[src/rtl/core/p2fr_pkg.sv]
// Shared types and constants for the P2 packet framer.
`default_nettype none
package p2fr_pkg;

  localparam int unsigned NUM_CHAN  = 6;
  localparam int unsigned NUM_STAGE = 4;

  // Fixed packet bytes
  localparam logic [7:0] SYNC0    = 8'hA5;
  localparam logic [7:0] SYNC1    = 8'h5A;
  localparam logic [7:0] VERSION  = 8'h02;
  localparam logic [7:0] SWITCHES = 8'h00;

  // Byte positions within the packet
  localparam logic [4:0] IDX_SYNC0    = 5'd0;
  localparam logic [4:0] IDX_SYNC1    = 5'd1;
  localparam logic [4:0] IDX_VERSION  = 5'd2;
  localparam logic [4:0] IDX_COUNT    = 5'd3;
  localparam logic [4:0] IDX_CH0      = 5'd4;
  localparam logic [4:0] IDX_SWITCHES = 5'd16;

  // Ramp: (8950 * t) / 255, done as multiply by ceil(2^31 / 255) then shift by 31
  localparam logic [13:0] RAMP_AMP   = 14'd8950;
  localparam logic [23:0] RAMP_RECIP = 24'd8421505;

  localparam logic signed [18:0] WORD_MAX = 19'sd32767;
  localparam logic signed [18:0] WORD_MIN = -19'sd32767;

  typedef logic [NUM_CHAN-1:0][15:0] words_t;

  typedef struct packed {
    logic [7:0] count;
    words_t     words;
  } pkt_t;

  // Load enables for the lane pipeline stages, stage 0 first
  typedef logic [NUM_STAGE-1:0] stage_en_t;

endpackage
`default_nettype wire

[src/rtl/core/eeg_p2_packet_framer_top.sv]
// Top level of the P2 packet framer: input stream, six channel lanes, byte serializer.
// Pipeline: four lane stages (the first loads at the accepting edge), then the serializer
//   load; a stalled output can hold any stage. The first byte becomes valid once the
//   serializer has loaded the packet, and transfers when the output is free.
// Each frame is 17 packet bytes, one packet byte per output transfer; the single
//   byte-wide output port sets the frame rate, lanes and input run ahead.
// Reset (rst_ni low, asynchronous): pipeline and serializer empty, synthetic mode off.
`default_nettype none
module eeg_p2_packet_framer_top (
  input  wire           clk_i,
  input  wire           rst_ni,
  // Configuration: bit 0 is synthetic_mode
  input  wire           cfg_wr_en_i,
  input  wire           cfg_wr_data_i,
  // Frame input
  input  wire           s_axis_tvalid,
  output logic          s_axis_tready,
  // tdata, low bit up: sample_count[7:0], chan_a[23:0], chan_b, chan_c,
  // chan_d, chan_e, chan_f (24 bits each)
  input  wire [151:0]   s_axis_tdata,
  // Packet byte output
  output logic          m_axis_tvalid,
  input  wire           m_axis_tready,
  // tdata: out_byte[7:0]
  output logic [7:0]    m_axis_tdata,
  // tlast: is_last
  output logic          m_axis_tlast
);

  localparam int unsigned NS = p2fr_pkg::NUM_STAGE;

  logic                synth_q;
  logic [NS-1:0]       v_q, v_d;
  logic [NS-1:0]       stage_rdy;
  p2fr_pkg::stage_en_t load;
  logic [7:0]          cnt_q [NS];
  p2fr_pkg::words_t    words;
  p2fr_pkg::pkt_t      pkt;
  logic                pkt_ready;

  // Hold the mode bit; software must write it only while the block is idle (not enforced here)
  always_ff @(posedge clk_i or negedge rst_ni) begin
    if (!rst_ni) begin
      synth_q <= 1'b0;
    end else if (cfg_wr_en_i) begin
      synth_q <= cfg_wr_data_i;
    end
  end

  // Lane pipeline control. A stage takes a new item when it is empty or its
  // item moves on in the same cycle; the last stage drains into the serializer.
  always_comb begin
    stage_rdy[NS-1] = !v_q[NS-1] || pkt_ready;
    for (int i = NS - 2; i >= 0; i--) begin
      stage_rdy[i] = !v_q[i] || stage_rdy[i+1];
    end
    load[0] = stage_rdy[0] && s_axis_tvalid;
    for (int i = 1; i < NS; i++) begin
      load[i] = stage_rdy[i] && v_q[i-1];
    end
    v_d[NS-1] = load[NS-1] || (v_q[NS-1] && !pkt_ready);
    for (int i = 0; i < NS - 1; i++) begin
      v_d[i] = load[i] || (v_q[i] && !stage_rdy[i+1]);
    end
  end

  assign s_axis_tready = stage_rdy[0];

  always_ff @(posedge clk_i or negedge rst_ni) begin
    if (!rst_ni) begin
      v_q <= '0;
    end else begin
      v_q <= v_d;
    end
  end

  // Carry the counter byte alongside the lanes
  always_ff @(posedge clk_i) begin
    for (int i = 0; i < NS; i++) begin
      if (load[i]) begin
        cnt_q[i] <= (i == 0) ? s_axis_tdata[7:0] : cnt_q[(i == 0) ? 0 : i - 1];
      end
    end
  end

  // One lane per channel, channel g uses ramp multiplier g + 1
  for (genvar g = 0; g < p2fr_pkg::NUM_CHAN; g++) begin : g_lane
    p2fr_lane #(
      .ChanIdx(g + 1)
    ) u_lane (
      .clk_i   (clk_i),
      .en_i    (load),
      .count_i (s_axis_tdata[7:0]),
      .sample_i(s_axis_tdata[8 + 24*g +: 24]),
      .synth_i (synth_q),
      .word_o  (words[g])
    );
  end

  assign pkt.count = cnt_q[NS-1];
  assign pkt.words = words;

  // Merge the lane words into the packet and send it byte by byte
  p2fr_ser u_ser (
    .clk_i      (clk_i),
    .rst_ni     (rst_ni),
    .pkt_valid_i(v_q[NS-1]),
    .pkt_ready_o(pkt_ready),
    .pkt_i      (pkt),
    .m_valid_o  (m_axis_tvalid),
    .m_ready_i  (m_axis_tready),
    .m_data_o   (m_axis_tdata),
    .m_last_o   (m_axis_tlast)
  );

endmodule
`default_nettype wire

[src/rtl/core/p2fr_lane.sv]
// One channel lane: ramp generation, source select, scale by 1/32 and clamp.
`default_nettype none
module p2fr_lane #(
  parameter int unsigned ChanIdx = 1
) (
  input  wire                     clk_i,
  input  wire p2fr_pkg::stage_en_t en_i,
  input  wire logic [7:0]         count_i,
  input  wire logic [23:0]        sample_i,
  input  wire logic               synth_i,
  output logic [15:0]             word_o
);

  localparam logic [22:0] RAMP_AMP_W = 23'(p2fr_pkg::RAMP_AMP);

  logic [10:0]        cnt_mul;
  logic [9:0]         t_q;
  logic [23:0]        samp1_q, samp2_q;
  logic [22:0]        x_q;
  logic [46:0]        recip_prod;
  logic signed [23:0] val_q;
  logic signed [23:0] val_bias;
  logic signed [18:0] quot;
  logic [15:0]        word_d, word_q;

  // t = ((count * k) mod 256) + 512
  assign cnt_mul = 11'(count_i) * 11'(ChanIdx);

  always_ff @(posedge clk_i) begin
    if (en_i[0]) begin
      t_q     <= {2'b10, cnt_mul[7:0]};
      samp1_q <= sample_i;
    end
    if (en_i[1]) begin
      x_q     <= 23'(RAMP_AMP_W * t_q);
      samp2_q <= samp1_q;
    end
    if (en_i[2]) begin
      val_q <= synth_i ? $signed({9'd0, recip_prod[45:31]}) : $signed(samp2_q);
    end
    if (en_i[3]) begin
      word_q <= word_d;
    end
  end

  assign recip_prod = 47'(x_q) * 47'(p2fr_pkg::RAMP_RECIP);

  // Divide by 32 toward zero: bias negatives by 31 before the shift
  assign val_bias = val_q + (val_q[23] ? 24'sd31 : 24'sd0);
  assign quot     = val_bias[23:5];

  always_comb begin
    if (quot > p2fr_pkg::WORD_MAX) begin
      word_d = p2fr_pkg::WORD_MAX[15:0];
    end else if (quot < p2fr_pkg::WORD_MIN) begin
      word_d = p2fr_pkg::WORD_MIN[15:0];
    end else begin
      word_d = quot[15:0];
    end
  end

  assign word_o = word_q;

endmodule
`default_nettype wire

[src/rtl/core/p2fr_ser.sv]
// Merge stage: holds one finished packet and sends it one byte per transfer.
`default_nettype none
module p2fr_ser (
  input  wire                clk_i,
  input  wire                rst_ni,
  input  wire                pkt_valid_i,
  output logic               pkt_ready_o,
  input  wire p2fr_pkg::pkt_t pkt_i,
  output logic               m_valid_o,
  input  wire                m_ready_i,
  output logic [7:0]         m_data_o,
  output logic               m_last_o
);

  p2fr_pkg::pkt_t pkt_q;
  logic [4:0]     idx_q, idx_d;
  logic           busy_q, busy_d;
  logic           fire, last;
  logic [4:0]     woff;
  logic [2:0]     wsel;
  logic [15:0]    word;

  assign last        = (idx_q == p2fr_pkg::IDX_SWITCHES);
  assign fire        = busy_q && m_ready_i;
  assign pkt_ready_o = !busy_q || (fire && last);

  always_comb begin
    busy_d = busy_q;
    idx_d  = idx_q;
    if (pkt_ready_o && pkt_valid_i) begin
      busy_d = 1'b1;
      idx_d  = p2fr_pkg::IDX_SYNC0;
    end else if (fire) begin
      if (last) begin
        busy_d = 1'b0;
      end else begin
        idx_d = idx_q + 5'd1;
      end
    end
  end

  always_ff @(posedge clk_i or negedge rst_ni) begin
    if (!rst_ni) begin
      busy_q <= 1'b0;
      idx_q  <= p2fr_pkg::IDX_SYNC0;
    end else begin
      busy_q <= busy_d;
      idx_q  <= idx_d;
    end
  end

  always_ff @(posedge clk_i) begin
    if (pkt_ready_o && pkt_valid_i) begin
      pkt_q <= pkt_i;
    end
  end

  // Channel words go out high byte first
  assign woff = idx_q - p2fr_pkg::IDX_CH0;
  assign wsel = woff[3:1];
  assign word = (wsel < 3'(p2fr_pkg::NUM_CHAN)) ? pkt_q.words[wsel] : 16'd0;

  always_comb begin
    unique case (idx_q)
      p2fr_pkg::IDX_SYNC0:    m_data_o = p2fr_pkg::SYNC0;
      p2fr_pkg::IDX_SYNC1:    m_data_o = p2fr_pkg::SYNC1;
      p2fr_pkg::IDX_VERSION:  m_data_o = p2fr_pkg::VERSION;
      p2fr_pkg::IDX_COUNT:    m_data_o = pkt_q.count;
      p2fr_pkg::IDX_SWITCHES: m_data_o = p2fr_pkg::SWITCHES;
      default:                m_data_o = woff[0] ? word[7:0] : word[15:8];
    endcase
  end

  assign m_valid_o = busy_q;
  assign m_last_o  = last;

`ifndef NO_ASSERTIONS
  a_idx_range: assert property (@(posedge clk_i) disable iff (!rst_ni)
    busy_q |-> idx_q <= p2fr_pkg::IDX_SWITCHES)
    else $error("byte index past end of packet");

  a_load_starts_sync: assert property (@(posedge clk_i) disable iff (!rst_ni)
    (pkt_valid_i && pkt_ready_o) |=> (m_valid_o && m_data_o == p2fr_pkg::SYNC0))
    else $error("new packet does not start with sync byte");

  a_idle_after_last: assert property (@(posedge clk_i) disable iff (!rst_ni)
    (fire && last && !pkt_valid_i) |=> !m_valid_o)
    else $error("output still valid after final byte with no packet pending");
`endif

endmodule
`default_nettype wire
[config.mk]
export PLATFORM = sky130hd
export DESIGN_NAME = eeg_p2_packet_framer_top
export DESIGN_NICKNAME = d
export VERILOG_FILES = /design/src/rtl/core/p2fr_pkg.sv /design/src/rtl/core/eeg_p2_packet_framer_top.sv /design/src/rtl/core/p2fr_lane.sv /design/src/rtl/core/p2fr_ser.sv
export SDC_FILE = /design/constraint.sdc
export NUM_CORES = 2
export LEC_CHECK = 0
export CAP_MARGIN = 20
export CORE_ASPECT_RATIO = 1.4
export CORE_MARGIN = 3
export CORE_UTILIZATION = 60
export CTS_CLUSTER_SIZE = 10
export DETAILED_ROUTE_END_ITERATION = 6
export DONT_BUFFER_PORTS = 1
export GPL_TIMING_DRIVEN = 0
export PLACE_DENSITY = 0.83
export SLEW_MARGIN = 20
export SYNTH_ARGS = -nofsm -noshare
export SYNTH_HDL_FRONTEND = slang
export SYNTH_SLANG_ARGS = --single-unit
[constraint.sdc]
create_clock -name clk_i -period 39.3 [get_ports clk_i]
set_clock_uncertainty 0.1 [all_clocks]
set_input_delay 1.965 -clock clk_i [delete_from_list [all_inputs] [get_ports clk_i]]
set_output_delay 1.965 -clock clk_i [all_outputs]
set_load 0.01 [all_outputs]
==> implementation parameters <==
Parameter                              Value

Status
  Outcome    finished, violations left
  Failing checks    design-rule violations

Power and ir drop
  Seq pwr share    39.8%
  Internal power consumption    1.81 mW
  Switching pwr    816 uW
  Clk network pwr share    29.9%
  P_leak    25.9 nW
  Power per Cell Area    43.9 mW/mm^2
  Maximum VDD drop    0.0340 mV
  Switching share of total power    31.1%
  Gate power share    30.3%

Timing
  Worst-margin pin slew    1.06 ns
  Post-route minimum period    6.37 ns
  Number of endpoints failing setup at the final stage    0
  Final Hold Vio Count    0
  Fraction of the cycle the final worst path needs    16.2%
  Maximum frequency from static timing analysis    0.157 GHz
  Worst slew slack as a fraction of its limit    29.2%
  Sum of negative setup slack    0 ns
  Count of pins over their slew limit    0
  Worst setup slack after layout    32.93 ns
  RSZ-0062 raised after global routing    false

Layout
  Post-Layout Cell Count    5,693
  # nets final    5,877
  Layout area overhead    8.78%
  Share of cells above drive strength 1    6.22%

Global routing
  Vias in the first global route    36,200
  Grt ovf    0
  Total track usage    26.5%
  Global-route wire length before repair    194,000 um
  Initial antenna violation count    16
  Pin count of the biggest net entering global routing    58

Yosys
  Area fraction of the dominant cell type after synthesis    43.3%
  Yosys warning total    0
  Most used DFF post-synth    edfxtp_1
  Number of flip-flops and latches in the synthesized netlist    803
  Number of distinct standard cells referenced by the synthesized netlist    90
  Post-synth EDFFs    792
  Synthesized instance count    4,326
  Synthesized area    0.0549 mm^2
  Cell types with the largest area share after synthesis    edfxtp_1 43%, ha_1 24%, fa_1 7.4%
  Synthesized area per cell    12.7 um^2
  Cell taking the most area after synthesis    edfxtp_1
  Proportion of synthesized chip area in sequential cells    43.8%
  Proportion of synthesized flip-flops having asynchronous set or reset    1.37%
  Total nets after synthesis    5,756

CTS
  Hold-fix buffers at CTS    0
  Clk slew on worst S/H paths    0.06 ns
  Count of buffers added by post-CTS timing repair for setup    0
  CTS resizes    0
  H-tree levels    3
  CTS buffer count    93
  Total clock sinks    803
  Clock root buffer    clkbuf_16
  Maximum buffer depth of the clock tree    3
  Clock insertion delay at the later pin of the skew report    0.68 ns
  TritonCTS clock tree    built

Worst setup path
  Crit-path max FO    10
  Crit path max-delay cell type    a21boi_0
  Data required time of the worst path    37.24 ns
  Ordered list of cells on the worst path    clkbuf_1, buf_1, inv_1, ha_1, and3_1, a21boi_0, nand3_1, nor2_1, nand2_1
  Delay of the slowest cell on the worst path    0.69 ns
  Critical Path End Type    output port
  Category of the worst setup path launch point    flip-flop
  Worst setup path category    flip-flop to output port
  Critical path data arrival time    4.31 ns

Floorplan
  Die Area    0.0952 mm^2
  Core box area    0.0903 mm^2
  Die Span X    262 um
  Floorplan die height    364 um
  Top-level I/O count    169
  Cell Rows    130
  Starting Density    60.8%

Place
  Hpwl dp    95,400 um
  Port Buffers    0
  Final RePlAce weighted congestion    0.931
  Number of placed instances, taps included    5,540
  Worst slack at placement    33.12 ns

Drt
  Total number of vias    34,500
  Antenna-violating nets left    0
  DRC violations left    4
  Mean number of vias per cell    6.07
  Wire length per cell after detailed routing    21.7 um
  Pre-antenna DRT Iters    7
  Iter 0 DRT Violations    3,165
  Wire length reported by the detailed router    124,000 um

Flow run
  Number of violations of the max-capacitance limit    0

Min path
  Type of the tightest min-delay check    flip-flop to flip-flop
synth_stat cells, drive strengths merged (20+ instances only):
master / n
nand2: 152
inv: 484
mux4: 24
and3: 23
a21o: 77
o31ai: 20
nand4: 39
fa: 204
ha: 1068
o21ai: 141
mux2: 54
o21a: 26
or2: 23
nor2b: 84
nor4: 22
xor2: 86
o21bai: 21
nor2: 156
edfxtp: 792
nor3: 53
a21oi: 208
nand3: 79
xnor2: 176
a211oi: 23
clkbuf: 34
metrics by stage:
step | hold slack, ns | power (mW) | util (%) | instance area [um^2]
after floorplan | 0.300 | 1.65 | - | 54900
after global placement | 0.300 | 1.81 | 62.5 | 56400
after detailed placement | 0.305 | 1.84 | 63.2 | 57000
after CTS | 0.308 | 2.63 | 66.1 | 59700
after global routing | 0.314 | 2.77 | 66.1 | 59700
final | 0.307 | 2.62 | 66.1 | 59700
layer usage:
metal | vias to the layer above | share of wire, % | global-route usage (%)
li1 | 16100 | - | -
met1 | 16800 | 37 | 30.5
met2 | 1306 | 50 | 46.8
met3 | 414 | 6.4 | 4.43
met4 | 6 | 6.2 | 14.7
met5 | - | 0.036 | 0
state kept, by name (all words and copies together) (netlist names), 21 cells and up:
name                   flops
cnt_q                     23
g_lane.u_lane.word_o      96
g_lane.u_lane.t_q         21
g_lane.u_lane.val_q      144
g_lane.u_lane.samp2_q    144
u_ser.pkt_q              104
g_lane.u_lane.samp1_q    144
g_lane.u_lane.x_q        116
layout make-up:
class / instances / area [um^2]
flip-flops and latches: 803 / 24100
plain buffers: 53 / 224
well taps: 1188 / 1490
multi-input cells: 2985 / 28800
clock buffers: 120 / 2450
inverters: 485 / 1820
repair buffers: 26 / 616
fillers: 6060 / 30600
clock inverters: 13 / 184
diodes: 20 / 50.0
power groups by stage:
stage          Combinational (mW)  Sequential [mW]  Clock (mW)
6_report                    0.795             1.04       0.783
5_1_grt                     0.904             1.04       0.825
4_1_cts                     0.793             1.04       0.792
3_5_place_dp                0.778             1.06           0
3_3_place_gp                0.736             1.08           0
2_1_floorplan               0.591             1.06           0
critical path, delay by kind of cell, from the launching register on:
family | cells | cell delay, ns
simple gates | 4 | 1.02
buf+inv | 3 | 1.23
flops | 1 | 0.37
compound gates | 1 | 0.69
fa+ha+maj | 1 | 0.31
logic make-up (layout without fill, tap and decap cells):
family	count (synthesis)	in the layout	share of synthesized area, %
and+or+nand+nor	715	715	6.71
muxes	84	84	2.20
AOI/OAI and AO/OA	652	652	7.59
buffers and inverters	538	697	3.72
xor gates and xnor gates	262	262	4.18
DFF	803	803	43.8
adders and majority gates	1272	1272	31.8
other	0	20	0
path summary, 6_finish.rpt:
path                       cells past startpoint                               endpoint  slack (ns)                                  start
max                                            9                          s_axis_tready       32.93             u_ser.idx_q[2]$_DFFE_PN0P_
min                                            0  g_lane[4].u_lane.samp2_q[6]$_DFFE_PP_        0.31  g_lane[4].u_lane.samp1_q[6]$_DFFE_PP_
max reg2reg                                   18     g_lane[0].u_lane.x_q[21]$_DFFE_PP_       33.10      g_lane[1].u_lane.t_q[6]$_DFFE_PP_
min reg2reg                                    0  g_lane[4].u_lane.samp2_q[6]$_DFFE_PP_        0.31  g_lane[4].u_lane.samp1_q[6]$_DFFE_PP_
max in group asynchronous                      0            u_ser.m_valid_o$_DFFE_PN0P_       38.13                                 rst_ni
min in group asynchronous                      0             u_ser.idx_q[4]$_DFFE_PN0P_        0.89                                 rst_ni
cell usage in the layout (no fill, tap or decap), types with 77 or more instances in the layout:
| cell | instances |
|---|---|
| edfxtp_1 | 792 |
| inv_1 | 484 |
| xor2_1 | 86 |
| nor2_1 | 156 |
| clkbuf_16 | 94 |
| nor2b_1 | 83 |
| nand2_1 | 152 |
| fa_1 | 204 |
| ha_1 | 1068 |
| o21ai_0 | 137 |
| nand3_1 | 77 |
| xnor2_1 | 176 |
| a21oi_1 | 202 |
Note: power is estimated with default switching activity, not from simulation.
